## src/design/uic_pkg.sv

```systemverilog
// Shared types and constants for the unique tag ID collector.
package uic_pkg;

   localparam int TAG_W      = 32;
   localparam int OUTCOME_W  = 3;
   localparam int SLOT_W     = 6;
   localparam int COUNT_W    = 7;
   localparam int RSP_PAD_W  = 3;
   localparam int RSP_DATA_W = SLOT_W + COUNT_W + TAG_W + RSP_PAD_W;
   localparam int CSR_IDX_W  = 1;

   localparam logic [TAG_W-1:0] MARKER_RESET = 32'hBB01_FF00;
   localparam logic             FILTER_RESET = 1'b1;

   typedef enum logic [CSR_IDX_W-1:0] {
      CSR_FILTER_EN = 1'b0,
      CSR_MARKER_ID = 1'b1
   } csr_index_type;

   typedef enum logic [OUTCOME_W-1:0] {
      OC_ADDED     = 3'd0,
      OC_DUPLICATE = 3'd1,
      OC_INVALID   = 3'd2,
      OC_FULL      = 3'd3,
      OC_CLEARED   = 3'd4
   } outcome_type;

   typedef enum logic [1:0] {
      CMD_NONE   = 2'd0,
      CMD_LOAD   = 2'd1,
      CMD_SCAN   = 2'd2,
      CMD_FINISH = 2'd3
   } cmd_type;

   typedef struct packed {
      logic skip_scan;
      logic hit;
      logic scan_end;
      logic out_free;
   } dp_status_type;

endpackage

```

## src/design/unique_tag_id_collector_core.sv

```systemverilog
// Top level of the unique tag ID collector: controller, datapath and ports.
//
// Collects unique 32-bit tag IDs in arrival order in a table of TABLE_DEPTH
// slots. A word with req_tuser low clears the table; with req_tuser high it
// offers req_tdata, which is skipped when it equals the invalid marker and the
// filter is on, reported with its slot when already held, dropped when the
// table is full and appended otherwise. Exactly one result word follows each
// request word. The table sits in a RAM with one registered read port, so an
// offered ID is compared against one stored entry per cycle, up to and
// including a match, otherwise against every stored entry; a clear or a
// skipped marker compares no entry. The result word appears in the same
// cycle as the next word can be taken, and the report is held back while the
// result register still holds an unread word. One item is worked on at a
// time, and a new word is taken while the previous result still waits in
// the output register. The user must write settings through the csr_ port
// only while no item is in flight; the block itself does not enforce this.
module unique_tag_id_collector_core #(
   parameter int TABLE_DEPTH = 64
) (
   input  logic                                clock,
   input  logic                                reset,
   // Request channel.
   input  logic                                req_tvalid,
   output logic                                req_tready,
   input  logic [uic_pkg::TAG_W-1:0]           req_tdata,   // tag_id
   input  logic                                req_tuser,   // op
   input  logic                                req_tlast,   // last_in_scan
   // Response channel.
   output logic                                rsp_tvalid,
   input  logic                                rsp_tready,
   output logic [uic_pkg::RSP_DATA_W-1:0]      rsp_tdata,   // slot_index, unique_count,
                                                            // echo_id, zero padding
   output logic [uic_pkg::OUTCOME_W-1:0]       rsp_tuser,   // outcome
   output logic                                rsp_tlast,   // scan_done
   // Settings write channel.
   input  logic                                csr_valid,
   output logic                                csr_ready,
   input  logic [uic_pkg::CSR_IDX_W-1:0]       csr_index,
   input  logic [uic_pkg::TAG_W-1:0]           csr_data
);

   uic_pkg::cmd_type       cmd;
   uic_pkg::dp_status_type status;

   assign csr_ready = 1'b1;

   uic_ctrl u_ctrl (
      .clock      (clock),
      .reset      (reset),
      .req_tvalid (req_tvalid),
      .req_tready (req_tready),
      .status     (status),
      .cmd        (cmd)
   );

   uic_datapath #(
      .TABLE_DEPTH (TABLE_DEPTH)
   ) u_datapath (
      .clock      (clock),
      .reset      (reset),
      .cmd        (cmd),
      .status     (status),
      .req_op     (req_tuser),
      .req_tag_id (req_tdata),
      .req_last   (req_tlast),
      .csr_write  (csr_valid && csr_ready),
      .csr_index  (csr_index),
      .csr_data   (csr_data),
      .rsp_tvalid (rsp_tvalid),
      .rsp_tready (rsp_tready),
      .rsp_tdata  (rsp_tdata),
      .rsp_tuser  (rsp_tuser),
      .rsp_tlast  (rsp_tlast)
   );

endmodule

```

## src/design/uic_ram.sv

```systemverilog
// Generic simple dual-port RAM with one write port and a registered read port.
module uic_ram #(
   parameter int WIDTH = 32,
   parameter int DEPTH = 64
) (
   input  logic                     clock,
   input  logic                     wr_en,
   input  logic [$clog2(DEPTH)-1:0] wr_addr,
   input  logic [WIDTH-1:0]         wr_data,
   input  logic                     rd_en,
   input  logic [$clog2(DEPTH)-1:0] rd_addr,
   output logic [WIDTH-1:0]         rd_data
);

   logic [WIDTH-1:0] mem_ff [DEPTH];
   logic [WIDTH-1:0] rd_data_ff;

   always_ff @(posedge clock) begin
      if (wr_en) begin
         mem_ff[wr_addr] <= wr_data;
      end
      if (rd_en) begin
         rd_data_ff <= mem_ff[rd_addr];
      end
   end

   assign rd_data = rd_data_ff;

endmodule

```

## src/design/uic_ctrl.sv

```systemverilog
// Sequencing state machine for the unique tag ID collector.
module uic_ctrl (
   input  logic                   clock,
   input  logic                   reset,
   input  logic                   req_tvalid,
   output logic                   req_tready,
   input  uic_pkg::dp_status_type status,
   output uic_pkg::cmd_type       cmd
);

   typedef enum logic [1:0] {
      ST_IDLE,
      ST_SCAN,
      ST_REPORT
   } state_type;

   state_type state_ff, state_in;
   logic      ready_ff, ready_in;

   always_comb begin
      state_in = state_ff;
      ready_in = ready_ff;
      cmd      = uic_pkg::CMD_NONE;
      case (state_ff)
         ST_IDLE: begin
            if (req_tvalid && ready_ff) begin
               cmd      = uic_pkg::CMD_LOAD;
               ready_in = 1'b0;
               state_in = ST_SCAN;
            end
         end
         ST_SCAN: begin
            cmd = uic_pkg::CMD_SCAN;
            if (status.skip_scan || status.hit || status.scan_end) begin
               state_in = ST_REPORT;
            end
         end
         ST_REPORT: begin
            // Hold the finished word back until the result register is free.
            if (status.out_free) begin
               cmd      = uic_pkg::CMD_FINISH;
               ready_in = 1'b1;
               state_in = ST_IDLE;
            end
         end
         default: begin
            state_in = ST_IDLE;
            ready_in = 1'b1;
         end
      endcase
   end

   always_ff @(posedge clock) begin
      if (reset) begin
         state_ff <= ST_IDLE;
         ready_ff <= 1'b1;
      end else begin
         state_ff <= state_in;
         ready_ff <= ready_in;
      end
   end

   assign req_tready = ready_ff;

endmodule

```

## src/design/uic_datapath.sv

```systemverilog
// Datapath: settings registers, ID table, sequential search and result register.
module uic_datapath #(
   parameter int TABLE_DEPTH = 64
) (
   input  logic                                   clock,
   input  logic                                   reset,
   input  uic_pkg::cmd_type                       cmd,
   output uic_pkg::dp_status_type                 status,
   input  logic                                   req_op,
   input  logic [uic_pkg::TAG_W-1:0]              req_tag_id,
   input  logic                                   req_last,
   input  logic                                   csr_write,
   input  logic [uic_pkg::CSR_IDX_W-1:0]          csr_index,
   input  logic [uic_pkg::TAG_W-1:0]              csr_data,
   output logic                                   rsp_tvalid,
   input  logic                                   rsp_tready,
   output logic [uic_pkg::RSP_DATA_W-1:0]         rsp_tdata,
   output logic [uic_pkg::OUTCOME_W-1:0]          rsp_tuser,
   output logic                                   rsp_tlast
);

   localparam int IDX_W       = $clog2(TABLE_DEPTH);
   localparam int CNT_W       = $clog2(TABLE_DEPTH + 1);
   localparam int SLOT_EXT_W  = (IDX_W > uic_pkg::SLOT_W) ? IDX_W : uic_pkg::SLOT_W;
   localparam int COUNT_EXT_W = (CNT_W > uic_pkg::COUNT_W) ? CNT_W : uic_pkg::COUNT_W;

   // Settings registers.
   logic                      filter_en_ff, filter_en_in;
   logic [uic_pkg::TAG_W-1:0] marker_ff, marker_in;

   // Captured item.
   logic                      op_ff;
   logic [uic_pkg::TAG_W-1:0] id_ff;
   logic                      last_ff;

   // Search state.
   logic [CNT_W-1:0] count_ff, count_in;
   logic [CNT_W-1:0] rd_ptr_ff, rd_ptr_in;
   logic             rd_pend_ff, rd_pend_in;
   logic [IDX_W-1:0] pend_slot_ff;
   logic             hit_ff, hit_in;
   logic [IDX_W-1:0] hit_slot_ff, hit_slot_in;

   // Result register.
   logic                           rsp_valid_ff, rsp_valid_in;
   logic [uic_pkg::RSP_DATA_W-1:0] rsp_data_ff, rsp_data_in;
   logic [uic_pkg::OUTCOME_W-1:0]  rsp_user_ff, rsp_user_in;
   logic                           rsp_last_ff, rsp_last_in;

   logic                      issue;
   logic                      more;
   logic                      match;
   logic                      is_marker;
   logic                      table_full;
   logic                      finish;
   logic                      wr_en;
   logic [uic_pkg::TAG_W-1:0] rd_data;
   uic_pkg::outcome_type      outcome;
   logic [IDX_W-1:0]          slot_sel;
   logic [CNT_W-1:0]          count_after;
   logic [SLOT_EXT_W-1:0]     slot_ext;
   logic [COUNT_EXT_W-1:0]    count_ext;

   uic_ram #(
      .WIDTH (uic_pkg::TAG_W),
      .DEPTH (TABLE_DEPTH)
   ) u_table (
      .clock   (clock),
      .wr_en   (wr_en),
      .wr_addr (count_ff[IDX_W-1:0]),
      .wr_data (id_ff),
      .rd_en   (issue),
      .rd_addr (rd_ptr_ff[IDX_W-1:0]),
      .rd_data (rd_data)
   );

   always_comb begin
      filter_en_in = filter_en_ff;
      marker_in    = marker_ff;
      if (csr_write) begin
         case (uic_pkg::csr_index_type'(csr_index))
            uic_pkg::CSR_FILTER_EN: filter_en_in = csr_data[0];
            uic_pkg::CSR_MARKER_ID: marker_in    = csr_data;
            default: ;
         endcase
      end
   end

   assign more       = rd_ptr_ff < count_ff;
   assign issue      = (cmd == uic_pkg::CMD_SCAN) && !hit_ff && more;
   assign match      = rd_pend_ff && (rd_data == id_ff);
   assign is_marker  = op_ff && filter_en_ff && (id_ff == marker_ff);
   assign table_full = count_ff == CNT_W'(TABLE_DEPTH);
   assign finish     = cmd == uic_pkg::CMD_FINISH;

   always_comb begin
      rd_ptr_in   = rd_ptr_ff;
      rd_pend_in  = issue;
      hit_in      = hit_ff;
      hit_slot_in = hit_slot_ff;
      if (cmd == uic_pkg::CMD_LOAD) begin
         rd_ptr_in  = '0;
         rd_pend_in = 1'b0;
         hit_in     = 1'b0;
      end else if (cmd == uic_pkg::CMD_SCAN) begin
         if (issue) begin
            rd_ptr_in = rd_ptr_ff + CNT_W'(1);
         end
         // The first match in table order wins; later reads still in flight are ignored.
         if (!hit_ff && match) begin
            hit_in      = 1'b1;
            hit_slot_in = pend_slot_ff;
         end
      end
   end

   always_comb begin
      outcome     = uic_pkg::OC_ADDED;
      slot_sel    = '0;
      count_after = count_ff;
      wr_en       = 1'b0;
      if (!op_ff) begin
         outcome     = uic_pkg::OC_CLEARED;
         count_after = '0;
      end else if (is_marker) begin
         outcome = uic_pkg::OC_INVALID;
      end else if (hit_ff) begin
         outcome  = uic_pkg::OC_DUPLICATE;
         slot_sel = hit_slot_ff;
      end else if (table_full) begin
         outcome = uic_pkg::OC_FULL;
      end else begin
         outcome     = uic_pkg::OC_ADDED;
         slot_sel    = count_ff[IDX_W-1:0];
         count_after = count_ff + CNT_W'(1);
         wr_en       = finish;
      end
   end

   assign slot_ext  = SLOT_EXT_W'(slot_sel);
   assign count_ext = COUNT_EXT_W'(count_after);

   always_comb begin
      count_in     = count_ff;
      rsp_valid_in = rsp_valid_ff && !rsp_tready;
      rsp_data_in  = rsp_data_ff;
      rsp_user_in  = rsp_user_ff;
      rsp_last_in  = rsp_last_ff;
      if (finish) begin
         count_in     = count_after;
         rsp_valid_in = 1'b1;
         rsp_data_in  = {{uic_pkg::RSP_PAD_W{1'b0}}, id_ff,
                         count_ext[uic_pkg::COUNT_W-1:0], slot_ext[uic_pkg::SLOT_W-1:0]};
         rsp_user_in  = outcome;
         rsp_last_in  = last_ff;
      end
   end

   always_ff @(posedge clock) begin
      if (reset) begin
         filter_en_ff <= uic_pkg::FILTER_RESET;
         marker_ff    <= uic_pkg::MARKER_RESET;
         count_ff     <= '0;
         rd_pend_ff   <= 1'b0;
         hit_ff       <= 1'b0;
         rsp_valid_ff <= 1'b0;
      end else begin
         filter_en_ff <= filter_en_in;
         marker_ff    <= marker_in;
         count_ff     <= count_in;
         rd_pend_ff   <= rd_pend_in;
         hit_ff       <= hit_in;
         rsp_valid_ff <= rsp_valid_in;
      end
   end

   always_ff @(posedge clock) begin
      if (cmd == uic_pkg::CMD_LOAD) begin
         op_ff   <= req_op;
         id_ff   <= req_tag_id;
         last_ff <= req_last;
      end
      rd_ptr_ff    <= rd_ptr_in;
      pend_slot_ff <= rd_ptr_ff[IDX_W-1:0];
      hit_slot_ff  <= hit_slot_in;
      rsp_data_ff  <= rsp_data_in;
      rsp_user_ff  <= rsp_user_in;
      rsp_last_ff  <= rsp_last_in;
   end

   assign status.skip_scan = !op_ff || is_marker;
   assign status.hit       = hit_ff;
   assign status.scan_end  = !rd_pend_ff && !more;
   assign status.out_free  = !rsp_valid_ff || rsp_tready;

   assign rsp_tvalid = rsp_valid_ff;
   assign rsp_tdata  = rsp_data_ff;
   assign rsp_tuser  = rsp_user_ff;
   assign rsp_tlast  = rsp_last_ff;

endmodule

```

## config.mk

```make
export PLATFORM = sky130hd
export DESIGN_NAME = unique_tag_id_collector_core
export DESIGN_NICKNAME = d
export VERILOG_FILES = /design/src/design/uic_pkg.sv /design/src/design/unique_tag_id_collector_core.sv /design/src/design/uic_ram.sv /design/src/design/uic_ctrl.sv /design/src/design/uic_datapath.sv
export SDC_FILE = /design/constraint.sdc
export NUM_CORES = 2
export LEC_CHECK = 0
export ABC_AREA = 0
export BUFFER_PORTS_ARGS = -buffer_cell sky130_fd_sc_hd__buf_2
export CAP_MARGIN = 20
export CORE_MARGIN = 2
export CORE_UTILIZATION = 40
export CTS_BUF_LIST = sky130_fd_sc_hd__clkbuf_8
export CTS_CLUSTER_DIAMETER = 120
export CTS_CLUSTER_SIZE = 30
export DETAILED_ROUTE_END_ITERATION = 7
export MAX_ROUTING_LAYER = met4
export PLACE_DENSITY = 0.53
export REMOVE_ABC_BUFFERS = 1
export SLEW_MARGIN = 20
export SYNTH_ARGS = -nofsm -noshare
export SYNTH_HDL_FRONTEND = slang
export SYNTH_SLANG_ARGS = --single-unit
```

## constraint.sdc

```tcl
create_clock -name clock -period 14.5 [get_ports clock]
set_input_delay 1.45 -clock clock [delete_from_list [all_inputs] [get_ports clock]]
set_output_delay 1.45 -clock clock [all_outputs]
set_load 0.05 [all_outputs]
```

==> out/results.txt <==
CTS Buffer Depth -> 3
fillers -> 17954
synth warn -> 0
Critical Path AT -> 6.03 ns
Die H -> 464.7 um
row count -> 169
drt drc -> 0
Critical Path Fanout Max -> 92
fin crit share -> 0.3711
Hold WC Path Type -> flip-flop to flip-flop
Final Setup Violations -> 0
footprint of the multi-input gates -> 18200 um^2
area grow syn2layout -> 7.478%
ANT nets after route -> 0
Iteration-0 DRC Markers -> 4672
crit path capture type -> flip-flop
clk sink count -> 2228
Leak -> 0.02628 uW
syn avg cell area -> 23.99 um^2
CTS tree -> done
Post-CTS Resized -> 0
via count -> 38319
die width -> 464.7 um
H-tree lvl count -> 3
worst slew pin tran -> 1.133 ns
WL final -> 228000 um
initial antenna violation count -> 10
Critical Path, Cell by Cell -> buf_4 -> buf_4 -> buf_12 -> mux4_2 -> mux4_2 -> mux4_2
Vias/cell -> 5.851
worst setup path category -> flip-flop to flip-flop
Critical Path Most Common Cell -> mux4_2
Post-synth ARST share -> 0
f_max -> 0.1858 GHz
Congestion Overflow GR -> 0
post-synthesis register bit count -> 2228
RSZ-0062 raised after global routing -> no
clk_lat worst skew -> 0.92 ns
reported max-cap violation count -> 0
sequential share of the synthesized area -> 0.7811
Setup Fix Bufs, Post-CTS -> 0
FF/Latch Area -> 66330 um^2
Peak VDD IR -> 0.00009167 V
Distinct cells, synth -> 52
slowest cell on the critical path -> dfxtp_4
Initial Util -> 0.4015
Hold Slack -> 0.4193 ns
worst relative slew slack -> 0.2446
fin crit period -> 5.381 ns
largest net degree at the start of global routing -> 143
Final #Nets -> 3787
Routed wire per std cell -> 34.82 um
RePlAce Congestion -> 0.8181
total track usage -> 0.2162
clock transition at the registers of the reported paths -> 0.18 ns
I/O pin total -> 127
CP Data Required Time -> 15.15 ns
die footprint -> 216000 um^2
status -> completed
number of global-route vias before repair -> 38330
critical path's top delay family -> buffers and inverters
clock root cell -> clkbuf_8
Power Density -> 107.6 nW/um^2
core area -> 211500 um^2
top_reg_cell synth -> edfxtp_1
number of buffers created by CTS -> 84
Post-synth EDFFs -> 2169
Crit path buffers/inverters -> 3
Layout Skew -> 0.07822 ns
Max stage delay on crit path -> 0.94 ns
drt pass-1 iters -> 6
crit start category -> flip-flop
# port buffers -> 122
first-pass GRT wire length -> 316000 um
Mapped Area -> 84900 um^2
CTS Hold Bufs -> 0
Mapped Cells -> 3539
final core occ -> 0.4315
Final HPWL DP -> 127900 um
share of layout cells above drive strength 1 -> 0.2975
max-slew violations -> 0
Fin. Hold Viols -> 0
## cells in the mapped netlist (10+ instances only)
| cell | number | area [um^2] |
|---|---|---|
| nand3_1 | 34 | 170.2 |
| inv_1 | 12 | 45.04 |
| buf_4 | 10 | 75.07 |
| dfxtp_1 | 59 | 1181 |
| mux4_2 | 671 | 15110 |
| buf_1 | 15 | 56.30 |
| mux2i_1 | 10 | 100.1 |
| ha_1 | 10 | 125.1 |
| xor2_1 | 68 | 595.6 |
| nor4_1 | 18 | 112.6 |
| edfxtp_1 | 2169 | 65130 |
| nor3_1 | 17 | 85.08 |
| nand2_1 | 85 | 319.1 |
| nor2_1 | 91 | 341.6 |
| clkbuf_1 | 122 | 457.9 |
| buf_2 | 34 | 170.2 |
| a21oi_1 | 28 | 140.1 |
## worst reg2reg max path: stages, from the launching register on
cell     delay, ns
dfxtp_4       0.94
buf_4         0.83
buf_4         0.95
buf_12        0.68
mux4_2        0.69
mux4_2        0.56
mux4_2        0.47
## through the flow
step	std cells	setup slack, ns	setup TNS [ns]	area [um^2]	total power (uW)
after CTS	6544	8.899	0	91230	9892
after global placement	6433	8.952	0	89810	7597
after floorplan	3354	-9.290	-557.68	84080	7499
final	6549	9.119	0	91250	9817
after detailed placement	6439	8.921	0	89930	7605
after global routing	6548	8.654	0	91250	10100
## placed cells by master (no fill, tap or decap), drive strengths merged, types with 4 or more instances in the layout
cell / Yosys / layout
or4: 4 / 4
diode: 0 / 4
xor2: 68 / 68
nor3: 17 / 17
a21oi: 28 / 28
dfxtp: 59 / 59
nor2: 91 / 91
mux4: 672 / 672
or3: 5 / 5
buf: 65 / 265
nand4bb: 4 / 4
inv: 14 / 30
nor2b: 4 / 4
nand2b: 6 / 6
mux2i: 10 / 10
or4b: 6 / 6
nor4: 19 / 19
nand2: 85 / 85
o21ai: 8 / 8
and2: 4 / 4
conb: 2 / 4
edfxtp: 2169 / 2169
o211ai: 6 / 6
nand3: 34 / 34
ha: 10 / 10
clkbuf: 122 / 87
nand4: 4 / 4
## report_power, final
group | internal, uW | switching (uW) | total [uW]
Combinational | 82.1 | 242 | 324
Sequential | 7110 | 27.6 | 7130
Clock | 557 | 1800 | 2360
Total | 7740 | 2070 | 9820
## cell families (layout without fill, tap and decap cells)
logic type | count (synthesis) | count (layout) | synth area share
other | 2 | 8 | 0.00008846
AO/OA/AOI/OAI | 58 | 58 | 0.004230
XOR/XNOR | 69 | 69 | 0.007118
buffers and inverters | 202 | 385 | 0.01040
multiplexers | 682 | 682 | 0.1795
flip-flops | 2228 | 2228 | 0.7811
AND/OR/NAND/NOR | 288 | 288 | 0.01612
adder cells (fa/ha/maj) | 10 | 10 | 0.001474
## final cells by class
cell class,instances,area share
sequential,2228,0.7270
multi-input combinational,1111,0.1994
tap,2821,0.03868
timing repair buffer,265,0.02001
clock buffer,87,0.01312
clock inverter,18,0.001070
inverter,15,0.0006170
antenna,4,0.0001097
## flip-flops by register name, summed over array words and instances (netlist names), 2 cells and up
signal,count
u_datapath.rsp_tdata,45
u_datapath.u_table.mem_ff,2048
u_datapath.hit_slot_ff,6
u_datapath.marker_ff,32
u_ctrl.state_ff,2
u_datapath.pend_slot_ff,6
u_datapath.rd_ptr_ff,7
u_datapath.id_ff,32
u_datapath.u_table.rd_data,32
u_datapath.rsp_tuser,3
u_datapath.count_ff,7
## final timing paths
path | to | from | depth (start not counted) | slack, ns
worst min register to register | u_datapath.hit_slot_ff[1]$_DFFE_PP_ | u_datapath.pend_slot_ff[1]$_DFF_P_ | 0 | 0.42
worst max register to register | u_datapath.u_table.rd_data[19]$_DFFE_PP_ | u_datapath.rd_ptr_ff[0]$_SDFFE_PP0P_ | 6 | 9.12
worst max-delay path | u_datapath.u_table.rd_data[19]$_DFFE_PP_ | u_datapath.rd_ptr_ff[0]$_SDFFE_PP0P_ | 6 | 9.12
worst min-delay path | u_datapath.hit_slot_ff[1]$_DFFE_PP_ | u_datapath.pend_slot_ff[1]$_DFF_P_ | 0 | 0.42
## routing by layer
layer / GRT usage / vias up / routed length (um)
li1: - / 15247 / -
met1: 0.3089 / 21574 / 99620
met2: 0.3373 / 1312 / 110200
met3: 0.02632 / 186 / 13700
met4: 0.04536 / 0 / 4494
met5: - / - / 0
(Power assumes the default switching activity.)
